`src/design/rrwp_ram.sv`:
```
// rrwp_ram: generic simple dual port ram, one write and one registered read port
// no dependencies
module rrwp_ram #(
    parameter int WIDTH = 16,
    parameter int DEPTH = 8
) (
    input  logic                                      i_clk,
    input  logic                                      i_we,
    input  logic [((DEPTH > 1) ? $clog2(DEPTH) : 1)-1:0] i_waddr,
    input  logic [WIDTH-1:0]                          i_wdata,
    input  logic [((DEPTH > 1) ? $clog2(DEPTH) : 1)-1:0] i_raddr,
    output logic [WIDTH-1:0]                          o_rdata
);
    logic [WIDTH-1:0] r_mem [DEPTH];

    always_ff @(posedge i_clk) begin
        if (i_we) begin
            r_mem[i_waddr] <= i_wdata;
        end
        o_rdata <= r_mem[i_raddr];
    end
endmodule

```
`config.mk`:
```
export PLATFORM = sky130hd
export DESIGN_NAME = rrwp_ram
export DESIGN_NICKNAME = d
export VERILOG_FILES = /design/src/design/rrwp_ram.sv
export SDC_FILE = /design/constraint.sdc
export NUM_CORES = 1
export LEC_CHECK = 0
export ABC_AREA = 1
export CAP_MARGIN = 20
export CORE_ASPECT_RATIO = 0.7
export CORE_MARGIN = 1
export CORE_UTILIZATION = 60
export CTS_CLUSTER_DIAMETER = 30
export DETAILED_ROUTE_END_ITERATION = 8
export DONT_BUFFER_PORTS = 1
export PLACE_DENSITY = 0.73
export REMOVE_ABC_BUFFERS = 1
export SKIP_CTS_REPAIR_TIMING = 1
export SLEW_MARGIN = 20
export SYNTH_ARGS = -nofsm -noshare
export SYNTH_HDL_FRONTEND = slang
export SYNTH_SLANG_ARGS = --single-unit
```
`constraint.sdc`:
```
create_clock -name i_clk -period 2.55 [get_ports i_clk]
set_clock_uncertainty 0.1 [all_clocks]
set_input_delay 0.51 -clock i_clk [delete_from_list [all_inputs] [get_ports i_clk]]
set_output_delay 0.51 -clock i_clk [all_outputs]
set_load 0.1 [all_outputs]
```
==> results_dict.tcl <==
set metrics [dict create \
    outcome "completed" \
    grt_setup_unrepaired "false" \
    hp-class "input pin to flip-flop" \
    ff2ff_setup_slack_ns 1.56 \
    power_density_nw_per_um2 800 \
    cts_buffers 17 \
    clock-sinks 144 \
    holdPathStages 0 \
    detail_route.vias_per_cell 4.99 \
    nFillCells 697 \
    start_util 0.618 \
    end_kind "primary output" \
    crit_path_max_incr_delay_ns 0.35 \
    ys_warn_count 0 \
    drtIter0Drc 338 \
    slew_headroom 0.511 \
    cts_tree "built" \
    fmax_mhz 596 \
    period_needed_ns 1.68 \
    synth.area.mux_share 0 \
    p_sw_frac 0.229 \
    total_power_mw 5.39 \
    dp_hpwl_mm 6.28 \
    synth_area_leader_cell "edfxtp_1" \
    wl_mm 11.6 \
    grt_max_degree 66 \
    die_h_um 85.6 \
    io_buffers 0 \
    fin_tns_setup_ns 0 \
    num_antenna_cells 0 \
    ir_drop_v 0.000616 \
    combinationalPowerShare 0.084 \
    clk_path_buf_depth 2 \
    seq_power_share 0.499 \
    coreArea_um2 9680 \
    synth_simple_gate_area_frac 0.193 \
    cts.htree.levels 4 \
    cp.required_ns 1.94 \
    synth_top_area_frac 0.642 \
    start_kind "flip-flop" \
    layout.nets 634 \
    min_to "r_mem[3][9]" \
    r2r_end "o_rdata[12]" \
    clk_pin_slew_worst_paths_ns 0.06 \
    antenna_found_initial 0 \
    crit_slowest_cell "dfxtp_1" \
    io_pins 40 \
    grt_pass1_vias 3701 \
    p_leak_nw 3.13 \
    synth_xor_area_frac 0 \
    synth_top_family_by_area "simple AND/OR/NAND/NOR gates" \
    drive_gt1_frac 0.0867 \
    grt_overflow_total 0 \
    drv_cap 0 \
    switching_power_mw 1.23 \
    yosys.cell_types.count 10 \
    grt_pass1_wl_mm 18.4 \
    netlist_instances 587 \
    fin_crit_sh 0.658 \
    ant_nets 0 \
    clk_latency_ns 0.41 \
    path_max_fanout 1 \
    finalWeightedCongestion 0.792 \
    via_count 3746 \
    finalHoldViolations 0 \
    setup_viol 0 \
    post-route-drc-count 0 \
    path_delay_family "flip-flops" \
    ys_seq_area_frac 0.695 \
    syn_area_per_cell_um2 10.2 \
    first_pass_iters 5 \
    r2r_cells 6 \
    synth-compound-area-share 0 \
    drv_slew 0 \
    rows 30 \
    drt-wirelength-per-cell_um 15.5 \
    synthTopCellsByArea "edfxtp_1 (64%), nand2_1 (13%), inv_1 (8.3%)" \
    hp-start "i_wdata[9]" \
    synth_area_um2 5990 \
    synth-seq-cells 144 \
    grtUsageTotal 0.249 \
    die_x_um 121 \
    cp.arrival_ns 1.07 \
    area_growth_pct 12.4 \
    worst_pin_slew_ns 0.733 \
    worstPathCellList "buf_4" \
    cts_root_buffer "clkbuf_16" \
    clkPwrFrac 0.417 \
    reg2reg_from "r_mem[2][12]" \
    dieArea_um2 10400 \
    critPathBufInv 1 \
    internal_power_mw 4.15 \
    crit_type "flip-flop to primary output" \
    synthAdderAreaFrac 0 \
]
## cell families after synthesis
kind of cell,count (synthesis)
flip-flops,144
AND/OR/NAND/NOR,286
buffers and inverters,157
## final cells by class
cell class | count | area, um2 | share of cell area
Clock buffer | 25 | 475 | 0.0706
Clock inverter | 7 | 60.1 | 0.00892
Inverter | 134 | 503 | 0.0747
Multi-Input combinational cell | 286 | 1150 | 0.171
Sequential cell | 144 | 4160 | 0.619
Tap cell | 128 | 160 | 0.0238
Timing Repair Buffer | 27 | 215 | 0.0320
## power by group through the flow
stage	Combinational (mW)	Clock, mW	Sequential (mW)
2_1_floorplan	0.156	0	2.93
3_3_place_gp	0.443	0	2.73
3_5_place_dp	0.452	0	2.74
4_1_cts	0.456	2.27	2.69
5_1_grt	0.491	2.35	2.70
6_report	0.454	2.24	2.69
## synth_stat cells
cell,n
inv_1,133
buf_2,12
buf_4,4
buf_6,7
nand2_1,214
nand3_1,64
dfxtp_1,16
edfxtp_1,128
inv_2,1
nor2_1,8
## flip-flops by register name, indices dropped and copies added (netlist names)
signal	flops
r_mem	128
o_rdata	16
## metal layers
metal	global-route usage	vias to the layer above	wire length (um)
met3	0.0698	18	685
met2	0.400	110	5600
met5	0	-	0
li1	-	1863	-
met4	0.110	0	173
met1	0.320	1755	5180
## stage by stage
stage | setup slack [ns] | utilization | hold WS, ns | cell area, um2 | instances
after floorplan | 0.716 | - | 0.486 | 5820 | 564
after global placement | 0.951 | 0.640 | 0.496 | 6200 | 719
after detailed placement | 0.877 | 0.640 | 0.509 | 6200 | 719
after CTS | 0.863 | 0.695 | 0.0729 | 6730 | 751
after global routing | 0.841 | 0.695 | 0.0697 | 6730 | 751
final | 0.871 | 0.695 | 0.0872 | 6730 | 751
## how the worst max path moves through the flow
stage,from,endpoint,depth (start not counted)
detailed placement,i_raddr[1],o_rdata[1],6
floorplan,i_waddr[0],r_mem[0][0],3
CTS,o_rdata[5],o_rdata[5],1
global route,o_rdata[5],o_rdata[5],1
finish,o_rdata[5],o_rdata[5],1
global placement,i_raddr[1],o_rdata[5],6
## cells in the final DEF, fill, tap and decap left out
| cell type | n |
|---|---|
| nand2_1 | 214 |
| inv_1 | 133 |
| edfxtp_1 | 128 |
| nand3_1 | 64 |
| buf_4 | 26 |
| clkbuf_16 | 17 |
| dfxtp_1 | 16 |
| nor2_1 | 8 |
| clkinv_2 | 6 |
| clkbuf_1 | 6 |
| clkbuf_8 | 2 |
| inv_2 | 1 |
| bufinv_16 | 1 |
| buf_12 | 1 |
Power figures use the tool's default switching activity.
